===== src/hw/rtl/kpc_pkg.sv =====
// ----------------------------------------------------------------------------
// kpc_pkg
// shared types, codes and defaults of the keypad press classifier
// ----------------------------------------------------------------------------
package kpc_pkg;

    localparam int ROWS_DEF  = 4;
    localparam int COLS_DEF  = 3;
    localparam int LEVEL_W   = 3;
    localparam int COUNT_W   = 8;
    localparam int KEY_OUT_W = 4;
    localparam int KIND_W    = 2;
    localparam int CFG_IDX_W = 2;

    localparam logic [COUNT_W-1:0] LONG_THR_RST  = 8'd25;
    localparam logic [COUNT_W-1:0] SHORT_THR_RST = 8'd10;
    localparam logic [COUNT_W-1:0] LONG_DEV_RST  = 8'd3;
    localparam logic [COUNT_W-1:0] COUNT_MAX     = 8'd255;

    localparam logic [CFG_IDX_W-1:0] CFG_LONG_THR  = 2'd0;
    localparam logic [CFG_IDX_W-1:0] CFG_SHORT_THR = 2'd1;
    localparam logic [CFG_IDX_W-1:0] CFG_LONG_DEV  = 2'd2;

    localparam logic [KIND_W-1:0] EV_SHORT        = 2'd0;
    localparam logic [KIND_W-1:0] EV_DOUBLE_SHORT = 2'd1;
    localparam logic [KIND_W-1:0] EV_LONG         = 2'd2;
    localparam logic [KIND_W-1:0] EV_DOUBLE_LONG  = 2'd3;

    typedef enum logic [1:0] {
        CMP_SHORT,
        CMP_LONG_EQ,
        CMP_DOUBLE_LONG
    } cmp_op_t;

    typedef struct packed {
        logic [COUNT_W-1:0] long_thr;
        logic [COUNT_W-1:0] short_thr;
        logic [COUNT_W-1:0] long_dev;
    } cfg_t;

endpackage


===== src/hw/rtl/keypad_press_classifier.sv =====
// ----------------------------------------------------------------------------
// keypad_press_classifier
// classifies matrix keypad scan samples into short, double short, long and
// double long press events
// ----------------------------------------------------------------------------
//  channel   handshake              payload
//  s_        s_valid / s_ready      s_row, s_column_levels
//  m_        m_valid / m_ready      m_event_kind, m_first_key, m_second_key, m_last
//  cfg_      cfg_valid / cfg_ready  cfg_index, cfg_data
//
//  a sample is worked through column by column, and each column whose counter
//  triggers a search also walks the counter store; the single read port of the
//  counter store sets the search length
//  s_ready is high only between samples; out-of-range rows are dropped at once
//  events leave through an output register, the sequencer waits on m_ready
//  counters are cleared at reset by per-key valid bits, no clearing pass
// ----------------------------------------------------------------------------
module keypad_press_classifier #(
    parameter int ROWS = kpc_pkg::ROWS_DEF,
    parameter int COLS = kpc_pkg::COLS_DEF
) (
    input  logic                                 aclk,
    input  logic                                 aresetn,
    input  logic                                 cfg_valid,
    output logic                                 cfg_ready,
    input  logic [kpc_pkg::CFG_IDX_W-1:0]        cfg_index,
    input  logic [kpc_pkg::COUNT_W-1:0]          cfg_data,
    input  logic                                 s_valid,
    output logic                                 s_ready,
    input  logic [1:0]                           s_row,
    input  logic [kpc_pkg::LEVEL_W-1:0]          s_column_levels,
    output logic                                 m_valid,
    input  logic                                 m_ready,
    output logic [kpc_pkg::KIND_W-1:0]           m_event_kind,
    output logic [kpc_pkg::KEY_OUT_W-1:0]        m_first_key,
    output logic [kpc_pkg::KEY_OUT_W-1:0]        m_second_key,
    output logic                                 m_last
);

    kpc_pkg::cfg_t cfg_reg;

    assign cfg_ready = 1'b1;

    always_ff @(posedge aclk) begin
        if (!aresetn) begin
            cfg_reg.long_thr  <= kpc_pkg::LONG_THR_RST;
            cfg_reg.short_thr <= kpc_pkg::SHORT_THR_RST;
            cfg_reg.long_dev  <= kpc_pkg::LONG_DEV_RST;
        end else if (cfg_valid) begin
            case (cfg_index)
                kpc_pkg::CFG_LONG_THR:  cfg_reg.long_thr  <= cfg_data;
                kpc_pkg::CFG_SHORT_THR: cfg_reg.short_thr <= cfg_data;
                kpc_pkg::CFG_LONG_DEV:  cfg_reg.long_dev  <= cfg_data;
                default: ;
            endcase
        end
    end

    kpc_seq #(
        .ROWS (ROWS),
        .COLS (COLS)
    ) u_seq (
        .aclk            (aclk),
        .aresetn         (aresetn),
        .cfg             (cfg_reg),
        .s_valid         (s_valid),
        .s_ready         (s_ready),
        .s_row           (s_row),
        .s_column_levels (s_column_levels),
        .m_valid         (m_valid),
        .m_ready         (m_ready),
        .m_event_kind    (m_event_kind),
        .m_first_key     (m_first_key),
        .m_second_key    (m_second_key),
        .m_last          (m_last)
    );

endmodule


===== src/hw/rtl/kpc_ram.sv =====
// ----------------------------------------------------------------------------
// kpc_ram
// generic single write, single read ram with registered read data
// ----------------------------------------------------------------------------
module kpc_ram #(
    parameter int WIDTH = 8,
    parameter int DEPTH = 12,
    parameter int AW    = (DEPTH > 1) ? $clog2(DEPTH) : 1
) (
    input  logic             aclk,
    input  logic             we,
    input  logic [AW-1:0]    waddr,
    input  logic [WIDTH-1:0] wdata,
    input  logic [AW-1:0]    raddr,
    output logic [WIDTH-1:0] rdata
);

    logic [WIDTH-1:0] mem [DEPTH];
    logic [WIDTH-1:0] rdata_reg;

    always_ff @(posedge aclk) begin
        if (we) begin
            mem[waddr] <= wdata;
        end
        rdata_reg <= mem[raddr];
    end

    assign rdata = rdata_reg;

endmodule


===== src/hw/rtl/kpc_cmp.sv =====
// ----------------------------------------------------------------------------
// kpc_cmp
// shared count comparator for long, double long and short range checks
// ----------------------------------------------------------------------------
module kpc_cmp (
    input  logic [kpc_pkg::COUNT_W-1:0] value,
    input  kpc_pkg::cmp_op_t            op,
    input  kpc_pkg::cfg_t               cfg,
    output logic                        match
);

    logic [kpc_pkg::COUNT_W:0] sum;

    // value >= long_thr - long_dev, without going negative
    assign sum = {1'b0, value} + {1'b0, cfg.long_dev};

    always_comb begin
        case (op)
            kpc_pkg::CMP_SHORT:       match = (value != '0) && (value < cfg.short_thr);
            kpc_pkg::CMP_LONG_EQ:     match = (value == cfg.long_thr);
            kpc_pkg::CMP_DOUBLE_LONG: match = (sum >= {1'b0, cfg.long_thr});
            default:                  match = 1'b0;
        endcase
    end

endmodule


===== src/hw/rtl/kpc_seq.sv =====
// ----------------------------------------------------------------------------
// kpc_seq
// sequencer: walks the columns of a sample, updates the counter store and
// searches it through the shared comparator, queues events to the output
// ----------------------------------------------------------------------------
module kpc_seq #(
    parameter int ROWS = kpc_pkg::ROWS_DEF,
    parameter int COLS = kpc_pkg::COLS_DEF
) (
    input  logic                               aclk,
    input  logic                               aresetn,
    input  kpc_pkg::cfg_t                      cfg,
    input  logic                               s_valid,
    output logic                               s_ready,
    input  logic [1:0]                         s_row,
    input  logic [kpc_pkg::LEVEL_W-1:0]        s_column_levels,
    output logic                               m_valid,
    input  logic                               m_ready,
    output logic [kpc_pkg::KIND_W-1:0]         m_event_kind,
    output logic [kpc_pkg::KEY_OUT_W-1:0]      m_first_key,
    output logic [kpc_pkg::KEY_OUT_W-1:0]      m_second_key,
    output logic                               m_last
);

    localparam int KEYS = ROWS * COLS;
    localparam int KW   = (KEYS > 1) ? $clog2(KEYS) : 1;
    localparam int JW   = $clog2(KEYS + 1);
    localparam int NCOL = (COLS < kpc_pkg::LEVEL_W) ? COLS : kpc_pkg::LEVEL_W;
    localparam int CW   = kpc_pkg::COUNT_W;
    localparam int OW   = kpc_pkg::KEY_OUT_W;

    typedef enum logic [2:0] {
        ST_IDLE,
        ST_RD,
        ST_CHK,
        ST_SRCH,
        ST_EMIT,
        ST_NEXT,
        ST_FLUSH
    } state_t;

    state_t                           state_reg;
    logic [1:0]                       col_reg;
    logic [kpc_pkg::LEVEL_W-1:0]      levels_reg;
    logic [KW-1:0]                    key_reg;
    logic [JW-1:0]                    j_reg;
    logic [KW-1:0]                    jd_reg;
    logic                             dv_reg;
    logic                             dvld_reg;
    logic [KEYS-1:0]                  vld_reg;
    kpc_pkg::cmp_op_t                 mode_reg;
    logic [kpc_pkg::KIND_W-1:0]       evt_kind_reg;
    logic [KW-1:0]                    evt_other_reg;
    logic                             pend_valid_reg;
    logic [kpc_pkg::KIND_W-1:0]       pend_kind_reg;
    logic [OW-1:0]                    pend_first_reg;
    logic [OW-1:0]                    pend_second_reg;
    logic                             out_valid_reg;
    logic [kpc_pkg::KIND_W-1:0]       out_kind_reg;
    logic [OW-1:0]                    out_first_reg;
    logic [OW-1:0]                    out_second_reg;
    logic                             out_last_reg;

    logic [KW-1:0]                    rd_addr;
    logic [CW-1:0]                    rd_data;
    logic                             wr_en;
    logic [CW-1:0]                    cnt;
    logic [CW-1:0]                    cnt_inc;
    logic                             pressed;
    logic [CW-1:0]                    cmp_value;
    kpc_pkg::cmp_op_t                 cmp_op;
    logic                             cmp_match;
    logic                             hit;
    logic                             out_free;
    logic                             out_load;
    logic [KW+OW-1:0]                 key_ext;
    logic [KW+OW-1:0]                 other_ext;

    assign rd_addr   = (state_reg == ST_SRCH) ? j_reg[KW-1:0] : key_reg;
    assign cnt       = dvld_reg ? rd_data : '0;
    assign cnt_inc   = cnt + 1'b1;
    assign pressed   = ~levels_reg[col_reg];
    assign wr_en     = (state_reg == ST_CHK) && pressed && (cnt != kpc_pkg::COUNT_MAX);
    assign cmp_value = ((state_reg == ST_CHK) && pressed) ? cnt_inc : cnt;
    assign cmp_op    = (state_reg == ST_CHK) ?
                       (pressed ? kpc_pkg::CMP_LONG_EQ : kpc_pkg::CMP_SHORT) : mode_reg;
    assign hit       = dv_reg && (jd_reg != key_reg) && cmp_match;
    assign out_free  = ~out_valid_reg | m_ready;
    assign out_load  = pend_valid_reg && out_free &&
                       ((state_reg == ST_EMIT) || (state_reg == ST_FLUSH));
    assign key_ext   = {{OW{1'b0}}, key_reg};
    assign other_ext = {{OW{1'b0}}, evt_other_reg};

    kpc_ram #(
        .WIDTH (CW),
        .DEPTH (KEYS),
        .AW    (KW)
    ) u_ram (
        .aclk  (aclk),
        .we    (wr_en),
        .waddr (key_reg),
        .wdata (cnt_inc),
        .raddr (rd_addr),
        .rdata (rd_data)
    );

    kpc_cmp u_cmp (
        .value (cmp_value),
        .op    (cmp_op),
        .cfg   (cfg),
        .match (cmp_match)
    );

    always_ff @(posedge aclk) begin
        if (!aresetn) begin
            state_reg      <= ST_IDLE;
            vld_reg        <= '0;
            pend_valid_reg <= 1'b0;
            out_valid_reg  <= 1'b0;
            dv_reg         <= 1'b0;
            dvld_reg       <= 1'b0;
        end else begin
            dvld_reg <= vld_reg[rd_addr];
            if (out_load) begin
                out_valid_reg <= 1'b1;
            end else if (out_valid_reg && m_ready) begin
                out_valid_reg <= 1'b0;
            end
            case (state_reg)
                ST_IDLE: begin
                    if (s_valid && (int'(s_row) < ROWS)) begin
                        levels_reg <= s_column_levels;
                        key_reg    <= KW'(int'(s_row) * COLS);
                        col_reg    <= '0;
                        state_reg  <= ST_RD;
                    end
                end
                ST_RD: begin
                    state_reg <= ST_CHK;
                end
                ST_CHK: begin
                    j_reg  <= '0;
                    dv_reg <= 1'b0;
                    if (pressed) begin
                        if (wr_en) begin
                            vld_reg[key_reg] <= 1'b1;
                        end
                        if (wr_en && cmp_match) begin
                            mode_reg  <= kpc_pkg::CMP_DOUBLE_LONG;
                            state_reg <= ST_SRCH;
                        end else begin
                            state_reg <= ST_NEXT;
                        end
                    end else begin
                        vld_reg[key_reg] <= 1'b0;
                        if (cmp_match) begin
                            mode_reg  <= kpc_pkg::CMP_SHORT;
                            state_reg <= ST_SRCH;
                        end else begin
                            state_reg <= ST_NEXT;
                        end
                    end
                end
                ST_SRCH: begin
                    if (hit) begin
                        evt_other_reg <= jd_reg;
                        if (mode_reg == kpc_pkg::CMP_SHORT) begin
                            evt_kind_reg    <= kpc_pkg::EV_DOUBLE_SHORT;
                            vld_reg[jd_reg] <= 1'b0;
                        end else begin
                            evt_kind_reg <= kpc_pkg::EV_DOUBLE_LONG;
                        end
                        state_reg <= ST_EMIT;
                    end else if (!dv_reg && (j_reg == JW'(KEYS))) begin
                        evt_other_reg <= key_reg;
                        evt_kind_reg  <= (mode_reg == kpc_pkg::CMP_SHORT) ?
                                         kpc_pkg::EV_SHORT : kpc_pkg::EV_LONG;
                        state_reg     <= ST_EMIT;
                    end else begin
                        dv_reg <= (j_reg < JW'(KEYS));
                        jd_reg <= j_reg[KW-1:0];
                        if (j_reg < JW'(KEYS)) begin
                            j_reg <= j_reg + 1'b1;
                        end
                    end
                end
                ST_EMIT: begin
                    if (!pend_valid_reg || out_free) begin
                        if (pend_valid_reg) begin
                            out_kind_reg   <= pend_kind_reg;
                            out_first_reg  <= pend_first_reg;
                            out_second_reg <= pend_second_reg;
                            out_last_reg   <= 1'b0;
                        end
                        pend_valid_reg  <= 1'b1;
                        pend_kind_reg   <= evt_kind_reg;
                        pend_first_reg  <= key_ext[OW-1:0];
                        pend_second_reg <= other_ext[OW-1:0];
                        state_reg       <= ST_NEXT;
                    end
                end
                ST_NEXT: begin
                    if (col_reg == 2'(NCOL - 1)) begin
                        state_reg <= ST_FLUSH;
                    end else begin
                        col_reg   <= col_reg + 1'b1;
                        key_reg   <= key_reg + 1'b1;
                        state_reg <= ST_RD;
                    end
                end
                ST_FLUSH: begin
                    if (!pend_valid_reg) begin
                        state_reg <= ST_IDLE;
                    end else if (out_free) begin
                        out_kind_reg   <= pend_kind_reg;
                        out_first_reg  <= pend_first_reg;
                        out_second_reg <= pend_second_reg;
                        out_last_reg   <= 1'b1;
                        pend_valid_reg <= 1'b0;
                        state_reg      <= ST_IDLE;
                    end
                end
                default: begin
                    state_reg <= ST_IDLE;
                end
            endcase
        end
    end

    assign s_ready      = (state_reg == ST_IDLE);
    assign m_valid      = out_valid_reg;
    assign m_event_kind = out_kind_reg;
    assign m_first_key  = out_first_reg;
    assign m_second_key = out_second_reg;
    assign m_last       = out_last_reg;

endmodule


===== config.mk =====
export PLATFORM = sky130hd
export DESIGN_NAME = keypad_press_classifier
export DESIGN_NICKNAME = d
export VERILOG_FILES = /design/src/hw/rtl/kpc_pkg.sv /design/src/hw/rtl/keypad_press_classifier.sv /design/src/hw/rtl/kpc_ram.sv /design/src/hw/rtl/kpc_cmp.sv /design/src/hw/rtl/kpc_seq.sv
export SDC_FILE = /design/constraint.sdc
export NUM_CORES = 1
export LEC_CHECK = 0
export BUFFER_PORTS_ARGS = -buffer_cell sky130_fd_sc_hd__buf_4
export CAP_MARGIN = 20
export CORE_ASPECT_RATIO = 0.6
export CORE_UTILIZATION = 56
export DETAILED_ROUTE_END_ITERATION = 6
export MAX_ROUTING_LAYER = met4
export PLACE_DENSITY = 0.88
export SLEW_MARGIN = 15
export SYNTH_ARGS = -nofsm -noshare
export SYNTH_HDL_FRONTEND = slang
export SYNTH_SLANG_ARGS = --single-unit

===== constraint.sdc =====
create_clock -name aclk -period 4.9 [get_ports aclk]
set_input_delay 0.245 -clock aclk [delete_from_list [all_inputs] [get_ports aclk]]
set_output_delay 0.245 -clock aclk [all_outputs]
set_load 0.02 [all_outputs]

==> results.toml, run 1 <==
[status]
status = "finished, violations left"
failed_checks = "DRC"

[critical_path]
startpoint_type = "flip-flop"
critPathMaxFanout = 6
r2r_cells = 17
rrSetupSlack_ns = 0.21
critPathKind = "flip-flop to flip-flop"
critPathRequiredTime_ns = 5.09
cp.arrival_ns = 4.88
cp-end-kind = "flip-flop"

[route]
via_count = 5994
via_per_inst = 6.24
drtAntennaViolNets = 0
drt-pass1-iter-count = 7
detail_route.wirelength_um = 20000
drt_iter0_markers = 528
drc_errors = 8
post_drt_wl_per_cell_um = 20.8

[yosys]
synth_top_cell_by_area = "edfxtp_1"
syn_nets = 751
netlist_instances = 696
synth_area_um2 = 8980
yosys.area.top_type_share = 0.472
synth_ff_type = "edfxtp_1"
synth.area.top_cells = "edfxtp_1 47%, dfxtp_1 11%, mux4_2 6.8%"
synth-edff-count = 141
synth_area_per_cell_um2 = 12.9
yosys_register_bits = 192
ys_seq_area_frac = 0.585
ys_types = 68
yosys_warnings = 0
async_reset_ff_frac = 0

[global_routing]
grt_pass1_wl_um = 31400
grt_pass1_vias = 5856
grtUsageTotal = 0.264
grt_max_degree = 29
overflow = 0
antenna_found_initial = 0

[die]
dieArea_um2 = 16600
die_width_um = 165
die_h_um = 100
start_util = 0.579
core_area_um2 = 15500
ioPinCount = 34
num_rows = 35

[clock_network]
cts_max_level = 4
clock_path_buffers = 2
clockRootBuffer = "clkbuf_16"
cts_buffers = 17
cts_tree = "yes"
cts.clk_slew.worst_paths_ns = 0.08
cts_sinks = 192
clk_latency_ns = 0.44

[timing]
min_period_ns = 4.69
slew_violations = 0
setup_violations = 0
slew_headroom = 0.273
tightest_slew_ns = 1.07
finalHoldViolations = 0
skew_ns = 0.0136
fin_crit_sh = 0.958
max_freq_mhz = 213
fin_tns_setup_ns = 0

[worst_hold_path]
holdPathStages = 3
hold_class = "input pin to flip-flop"

[placement]
gp_congestion = 0.978
hpwl_um = 13700
dp_cells = 920
placed_area_um2 = 9510
portBuffers = 32

[power]
leakagePower_nw = 3.78
power_density_nw_per_um2 = 416
power_frac_seq = 0.463
p_switching_w = 0.00133
p_int_w = 0.00293
sw_frac_of_total = 0.312
ir_drop_mv = 0.243
combinationalPowerShare = 0.211
clkPwrFrac = 0.326

[finish]
fin_cells = 960
num_antenna_cells = 0
syn2layout_area_growth_pct = 14.1
drive_gt1_frac = 0.189
nNetsFinal = 799
fin_area_um2 = 10200
fillers = 1113
largest_reg_flops = 96

[run]
maxCapViolCount = 0
## Yosys cell counts, types with 15 or more instances
master,count
dfxtp_1,51
xor2_1,15
mux2i_1,27
edfxtp_1,141
ha_1,34
inv_1,30
mux4_2,27
nor2_1,57
nand2_1,41
o21ai_0,25
a21oi_1,43
clkbuf_1,23
## path summary, 6_finish.rpt
kind / start / to
worst max-delay path: u_seq.col_reg[1]$_SDFFCE_PN0P_ / u_seq.evt_other_reg[2]$_DFFE_PP_
worst min-delay path: cfg_data[0] / cfg_reg[0]$_SDFFE_PN1P_
worst max register to register: u_seq.col_reg[1]$_SDFFCE_PN0P_ / u_seq.evt_other_reg[2]$_DFFE_PP_
worst min register to register: u_seq.evt_other_reg[3]$_DFFE_PP_ / u_seq.pend_second_reg[3]$_DFFE_PP_
## placed cells by master, fill, tap and decap left out, types with 3 or more instances in the layout
| master | netlist | routed |
|---|---|---|
| inv_1 | 30 | 30 |
| edfxtp_1 | 141 | 141 |
| o21a_1 | 3 | 3 |
| clkinv_8 | 0 | 5 |
| or3_1 | 3 | 3 |
| mux4_2 | 27 | 27 |
| and3_1 | 12 | 12 |
| nand3_1 | 10 | 10 |
| clkbuf_16 | 0 | 17 |
| nand2b_1 | 4 | 4 |
| inv_8 | 0 | 4 |
| xor2_1 | 15 | 14 |
| nand4_1 | 5 | 5 |
| dfxtp_1 | 51 | 51 |
| o21bai_1 | 4 | 4 |
| nor2b_1 | 10 | 10 |
| and2_1 | 13 | 13 |
| nand2_1 | 41 | 41 |
| nor2_1 | 57 | 56 |
| nor3_1 | 9 | 8 |
| o22ai_1 | 8 | 8 |
| o31ai_1 | 9 | 9 |
| nand3b_1 | 4 | 4 |
| a21oi_1 | 43 | 39 |
| xnor2_1 | 13 | 13 |
| a21oi_2 | 1 | 4 |
| a21boi_0 | 10 | 9 |
| buf_4 | 2 | 56 |
| dlygate4sd3_1 | 0 | 3 |
| o311a_1 | 3 | 3 |
| or2_2 | 4 | 4 |
| a21o_1 | 5 | 5 |
| ha_1 | 34 | 33 |
| o21ai_0 | 25 | 23 |
| mux2i_1 | 27 | 26 |
| a211oi_1 | 3 | 3 |
## kinds of logic (layout without fill, tap and decap cells)
| group | Yosys count | count (layout) | share of synthesized area |
|---|---|---|---|
| AO/OA/AOI/OAI | 137 | 137 | 0.103 |
| XOR/XNOR | 29 | 29 | 0.0298 |
| adder cells (fa/ha/maj) | 35 | 35 | 0.0496 |
| buffers and inverters | 60 | 121 | 0.0263 |
| flip-flops | 192 | 192 | 0.585 |
| multiplexers | 58 | 58 | 0.103 |
| other | 1 | 1 | 0.000418 |
| AND/OR/NAND/NOR | 184 | 184 | 0.102 |
## cell type report
cell class,instances,area [um^2],area share
flip-flops and latches,192,5260,0.513
multi-input cells,444,3560,0.347
repair buffers,59,450,0.0440
clock buffers,17,425,0.0415
well taps,203,254,0.0248
clock inverters,15,184,0.0180
inverters,30,113,0.0110
## power groups by stage
stage	sequential [W]	clock (W)	combinational, W
finish	0.00197	0.00139	0.000900
global route	0.00198	0.00146	0.000976
CTS	0.00196	0.00141	0.000874
detailed placement	0.00199	0	0.000858
global placement	0.00198	0	0.000832
floorplan	0.00196	0	0.000629
## layer usage
metal  global-route usage  share of wire  vias to the layer above
met1                0.377           0.45                     2951
li1                     -              -                     2710
met5                    -              0                        -
met3               0.0583          0.088                       35
met2                0.388           0.45                      298
met4               0.0608          0.015                        0
## timing repair
item / in CTS / in global routing
pin swaps: 1 / 6
buffers inserted: 0 / 5
setup endpoints to repair: 8 / 33
gates resized for setup: 3 / 11
hold buffers: 3 / 0
gates cloned: 0 / 0
endpoints found under the hold margin: 3 / 0
## per-stage QoR
step                      hold WS [ns]  utilization  setup slack (ns)  power [W]
final                           0.0456        0.660             0.206    0.00426
after floorplan                  0.344            -             0.207    0.00258
after detailed placement         0.405        0.613            0.0124    0.00285
after global routing            0.0517        0.660           -0.0151    0.00442
after CTS                       0.0261        0.655           0.00223    0.00424
after global placement           0.401        0.613             0.179    0.00281
## worst max-delay path: stages, from the launching register on
cell,delay (ns)
edfxtp_1,0.44
mux2_4,0.37
a211o_4,0.37
xnor2_1,0.15
ha_1,0.22
fa_1,0.41
a21o_1,0.21
a21oi_2,0.16
o21ai_1,0.13
xor2_1,0.17
ha_1,0.31
and3_1,0.18
a221oi_2,0.28
o32a_1,0.25
o32ai_2,0.13
buf_4,0.22
buf_4,0.14
mux2_1,0.30
Power figures use the tool's default switching activity.
==> inputs of run 2 (changes only) <==
- CORE_UTILIZATION: 56 -> 60
- PLACE_DENSITY: 0.88 -> 0.9
- clock period: 4.9 -> 6.1 ns (I/O delays scaled with it)
==> run 2 against run 1 <==
Compared with the run above:
- the run now ends clean
- combinational power fell by 25%
- worst setup slack improved by 0.35 ns
- critical path depth rose by 2
- design area fell by 1.9%
- clock power fell by 19%
- critical endpoint is now u_seq.jd_reg[1]$_DFFE_PP_
- largest cell class unchanged
==> results.toml, run 2 (same netlist as run 1, synthesis figures left out) <==
[route]
detail_route.wirelength_um = 21000
drt-pass1-iter-count = 5
via_count = 6024
drtAntennaViolNets = 0
drt_iter0_markers = 793
via_per_inst = 6.44
drc_errors = 0
post_drt_wl_per_cell_um = 22.4

[clock_network]
post_cts_buffers = 0
cts_resized = 0
clock_path_buffers = 2
ctsHoldBuffers = 0
cts_sinks = 192
clockRootBuffer = "clkbuf_16"
cts.clk_slew.worst_paths_ns = 0.07
cts_buffers = 17
cts_tree = "yes"
clk_latency_ns = 0.44
cts_max_level = 4

[power]
p_switching_w = 0.00105
clkPwrFrac = 0.329
ir_drop_mv = 0.196
power_density_nw_per_um2 = 339
sw_frac_of_total = 0.308
p_int_w = 0.00236
combinationalPowerShare = 0.197
power_frac_seq = 0.474
leakagePower_nw = 3.67

[critical_path]
critPathSlowestCell = "nor3_1"
critPathRequiredTime_ns = 6.17
startpoint_type = "flip-flop"
worstPathCellList = "nand2_1 > inv_1 > ha_1 > nand2_1 > nand2_1 > ha_1 > a21o_1 > a21oi_1 > o21bai_1 > a21oi_1 > o21bai_1 > a21oi_1 > xnor2_1 > ha_1 > and3_1 > a221oi_1 > o32a_1 > o32ai_2 > nor3_1"
critPathKind = "flip-flop to flip-flop"
reg2reg_to = "u_seq.jd_reg[1]$_DFFE_PP_"
cp-end-kind = "flip-flop"
r2r_cells = 19
max_stage_delay_ns = 0.76
rrSetupSlack_ns = 0.55
critPathMaxFanout = 15
r2r-start = "u_seq.u_ram.rdata[0]$_DFF_P_"
cp.arrival_ns = 5.61

[timing]
tightest_slew_ns = 0.974
fin_crit_sh = 0.909
min_period_ns = 5.55
skew_ns = 0.0158
setup_violations = 0
rsz0062_at_grt = "false"
max_freq_mhz = 180
slew_headroom = 0.348
finalHoldViolations = 0
setup_slack_ns = 0.555
fin_tns_setup_ns = 0
slew_violations = 0
hold_ws_ns = 0.0476

[die]
core_area_um2 = 14500
die_h_um = 96.7
ioPinCount = 34
dieArea_um2 = 15500
start_util = 0.617
die_width_um = 160
num_rows = 34

[finish]
nNetsFinal = 780
multi_input_area_um2 = 3520
fillers = 963
ff_latch_area_um2 = 5260
final_common_cell = "edfxtp_1"
layout_common_cells = "141 x edfxtp_1, 57 x nor2_1, 51 x dfxtp_1"
drive_gt1_frac = 0.160
fin_area_um2 = 10000
largest_reg_flops = 96
syn2layout_area_growth_pct = 11.9
num_antenna_cells = 0

[global_routing]
use_met3 = 0.0545
grtUsageTotal = 0.294
grt_use_met2 = 0.440
overflow = 0
grt_pass1_vias = 5875
grt_max_degree = 29
grt.busiest_layer = "met2"
antenna_found_initial = 0
met1_usage = 0.416
grt_pass1_wl_um = 32800

[placement]
portBuffers = 32
hpwl_um = 14500
gp_congestion = 0.964
placed_area_um2 = 9410
pre_cts_slack_ns = 0.685

[worst_hold_path]
hold_class = "input pin to flip-flop"
whs_endpoint = "u_seq.levels_reg[1]$_DFFE_PP_"
worstHoldStart = "s_column_levels[1]"
holdPathStages = 1

[status]
status = "finished clean"

[run]
maxCapViolCount = 0
==> run 2: per-layer routing <==
layer / wire length [um] / up-vias
met2: 9640 / 327
met5: 0 / -
met4: 324 / 0
met3: 2020 / 41
li1: - / 2668
met1: 8960 / 2988
==> run 2: power by group through the flow <==
stage	logic, W	registers (W)	clock network, W
2_1_floorplan	0.000505	0.00157	0
3_3_place_gp	0.000624	0.00163	0
3_5_place_dp	0.000650	0.00163	0
4_1_cts	0.000657	0.00161	0.00112
5_1_grt	0.000725	0.00163	0.00117
6_report	0.000672	0.00161	0.00112
==> run 2: cell type report <==
type / instances / share of cell area
Clock inverter: 14 / 0.0167
Sequential cell: 192 / 0.523
Timing Repair Buffer: 40 / 0.0310
Clock buffer: 18 / 0.0427
Multi-Input combinational cell: 444 / 0.350
Tap cell: 198 / 0.0247
Inverter: 30 / 0.0112
==> run 2: worst max-delay path by stage <==
stage	start	to	slack [ns]	cells after the start
floorplan	u_seq.dvld_reg$_SDFF_PN0_	u_seq.j_reg[0]$_SDFFCE_PN0P_	1.41	22
global placement	u_seq.state_reg[1]$_SDFFE_PN0P_	u_seq.jd_reg[1]$_DFFE_PP_	0.99	18
detailed placement	u_seq.u_ram.rdata[0]$_DFF_P_	u_seq.jd_reg[1]$_DFFE_PP_	0.69	19
CTS	u_seq.state_reg[1]$_SDFFE_PN0P_	u_seq.jd_reg[1]$_DFFE_PP_	0.64	17
global route	u_seq.state_reg[1]$_SDFFE_PN0P_	u_seq.jd_reg[2]$_DFFE_PP_	0.16	17
finish	u_seq.u_ram.rdata[0]$_DFF_P_	u_seq.jd_reg[1]$_DFFE_PP_	0.55	19
==> run 2: through the flow <==
step | std cells | utilization | total power [W]
after global routing | 936 | 0.690 | 0.00352
after global placement | 902 | 0.647 | 0.00225
final | 936 | 0.690 | 0.00341
after CTS | 934 | 0.688 | 0.00339
after detailed placement | 902 | 0.647 | 0.00228
after floorplan | 696 | - | 0.00208
==> run 2: critical path, delay by kind of cell, from the launching register on <==
kind                     cells  cell delay [ns]
AO/OA/AOI/OAI                9             1.85
XOR/XNOR                     1             0.14
adder cells (fa/ha/maj)      3             1.09
buffers and inverters        1             0.16
flip-flops                   1             0.36
AND/OR/NAND/NOR              5             1.58
==> inputs of run 3 (changes only) <==
- CORE_ASPECT_RATIO: 0.6 -> unset
- CORE_MARGIN: unset -> 2
==> run 3 against run 2 <==
Compared with the run above:
- global-route usage fell by 1.9 points
- design area is essentially flat
- first-iteration DRC count fell by 3.3%
- critical path type unchanged
- critical endpoint is now u_seq.j_reg[1]$_SDFFCE_PN0P_
==> results.toml, run 3 (same netlist as run 1, synthesis figures left out) <==
[status]
status = "finished clean"

[power]
ir_drop_mv = 0.348
total_power_w = 0.00343
leakagePower_nw = 3.69
power_density_nw_per_um2 = 341

[clock_network]
cts_max_level = 4
cts_tree = "yes"
cts.clk_slew.worst_paths_ns = 0.08
post_cts_buffers = 0
clk_latency_ns = 0.44
cts_buffers = 17
cts_sinks = 192
clock_path_buffers = 2
clockRootBuffer = "clkbuf_16"

[route]
drt-pass1-iter-count = 6
post_drt_wl_per_cell_um = 22.0
drt_iter0_markers = 767
drtAntennaViolNets = 0
via_count = 5942
drc_errors = 0
detail_route.wirelength_um = 20300
via_per_inst = 6.44

[critical_path]
cp-end-kind = "flip-flop"
critPathMaxFanout = 19
critPathRequiredTime_ns = 6.19
cp.arrival_ns = 5.58
startpoint_type = "flip-flop"
critPathKind = "flip-flop to flip-flop"

[die]
core_area_um2 = 14600
start_util = 0.615
die_width_um = 126
num_rows = 44
dieArea_um2 = 16000
ioPinCount = 34
die_h_um = 126

[global_routing]
grt_pass1_vias = 5953
grt_max_degree = 29
antenna_found_initial = 0
grtUsageTotal = 0.275
grt_pass1_wl_um = 32500
overflow = 0

[finish]
num_antenna_cells = 0
layout_common_cells = "141 x edfxtp_1, 57 x nor2_1, 51 x dfxtp_1"
largest_reg_flops = 96
final_common_cell = "edfxtp_1"
syn2layout_area_growth_pct = 12.0
multi_input_area_um2 = 3520
fillers = 973
nNetsFinal = 780
ff_latch_area_um2 = 5260
drive_gt1_frac = 0.161

[placement]
hpwl_um = 13300
gp_congestion = 0.940
portBuffers = 32

[timing]
setup_violations = 0
skew_ns = 0.0108
slew_headroom = 0.279
slew_violations = 0
min_period_ns = 5.49
tightest_slew_ns = 1.06
max_freq_mhz = 182
fin_crit_sh = 0.900
fin_tns_setup_ns = 0
finalHoldViolations = 0
rsz0062_at_grt = "false"

[worst_hold_path]
hold_class = "input pin to flip-flop"

[run]
maxCapViolCount = 0
[run 3: cell count changes in the layout (fill, tap and decap cells not counted), sizes merged]
cell      change
buf           -1
bufinv        +1
clkinv        +3
clkinvlp      -1
inv           -2
[run 3: through the flow]
step / util / setup slack [ns] / instances / hold slack [ns] / instance area [um^2]
final: 0.689 / 0.611 / 922 / 0.0454 / 10000
after global routing: 0.689 / 0.139 / 922 / 0.0337 / 10000
after CTS: 0.686 / 0.404 / 919 / 0.0348 / 10000
after detailed placement: 0.643 / 0.471 / 887 / 0.405 / 9390
after global placement: 0.643 / 0.847 / 887 / 0.402 / 9390
after floorplan: - / 1.41 / 696 / 0.400 / 8980
[run 3: timing repair]
action	4_1_cts	5_1_grt
resized for setup	0	2
hold buffers	0	0
setup endpoints to repair	0	10
[run 3: worst paths after layout]
kind | startpoint | to | slack [ns] | cells past startpoint
hold reg to reg | u_seq.evt_other_reg[1]$_DFFE_PP_ | u_seq.pend_second_reg[1]$_DFFE_PP_ | 0.42 | 0
setup reg to reg | u_seq.dvld_reg$_SDFF_PN0_ | u_seq.j_reg[1]$_SDFFCE_PN0P_ | 0.61 | 20
setup / recovery | u_seq.dvld_reg$_SDFF_PN0_ | u_seq.j_reg[1]$_SDFFCE_PN0P_ | 0.61 | 20
hold / removal | s_column_levels[1] | u_seq.levels_reg[1]$_DFFE_PP_ | 0.05 | 1
[run 3: routing by layer]
| layer | GRT usage | vias up | part of all wire | wire (um) |
|---|---|---|---|---|
| met5 | - | - | 0 | 0 |
| met3 | 0.0519 | 76 | 0.079 | 1600 |
| met2 | 0.427 | 305 | 0.48 | 9820 |
| li1 | - | 2661 | - | - |
| met1 | 0.361 | 2900 | 0.40 | 8120 |
| met4 | 0.112 | 0 | 0.036 | 736 |
[run 3: power by group]
part           leakage [nW]  internal [W]  switching [W]
registers              1.60       0.00149       0.000124
clock network         0.305      0.000627       0.000533
logic                  1.79      0.000278       0.000379
[run 3: worst max-delay path, stage by stage (launching register included)]
cell and delay, ns:
dfxtp_1 0.65, nand2_2 0.30, inv_1 0.17, ha_1 0.39, nand2_1 0.12, nand2_1 0.11, ha_1 0.29, a21o_1 0.18
a21oi_1 0.24, o21bai_1 0.11, a21oi_1 0.27, o21bai_1 0.10, a21oi_1 0.17, xnor2_1 0.14, ha_1 0.26, and3_1 0.19
a221oi_1 0.31, o32a_1 0.26, o32ai_2 0.20, a21o_1 0.26, a211oi_2 0.40
[run 3: cell type report]
cell class / count / area share
Clock buffer: 17 / 0.0423
Clock inverter: 15 / 0.0195
Inverter: 30 / 0.0112
Multi-Input combinational cell: 444 / 0.350
Sequential cell: 192 / 0.523
Tap cell: 184 / 0.0229
Timing Repair Buffer: 40 / 0.0310
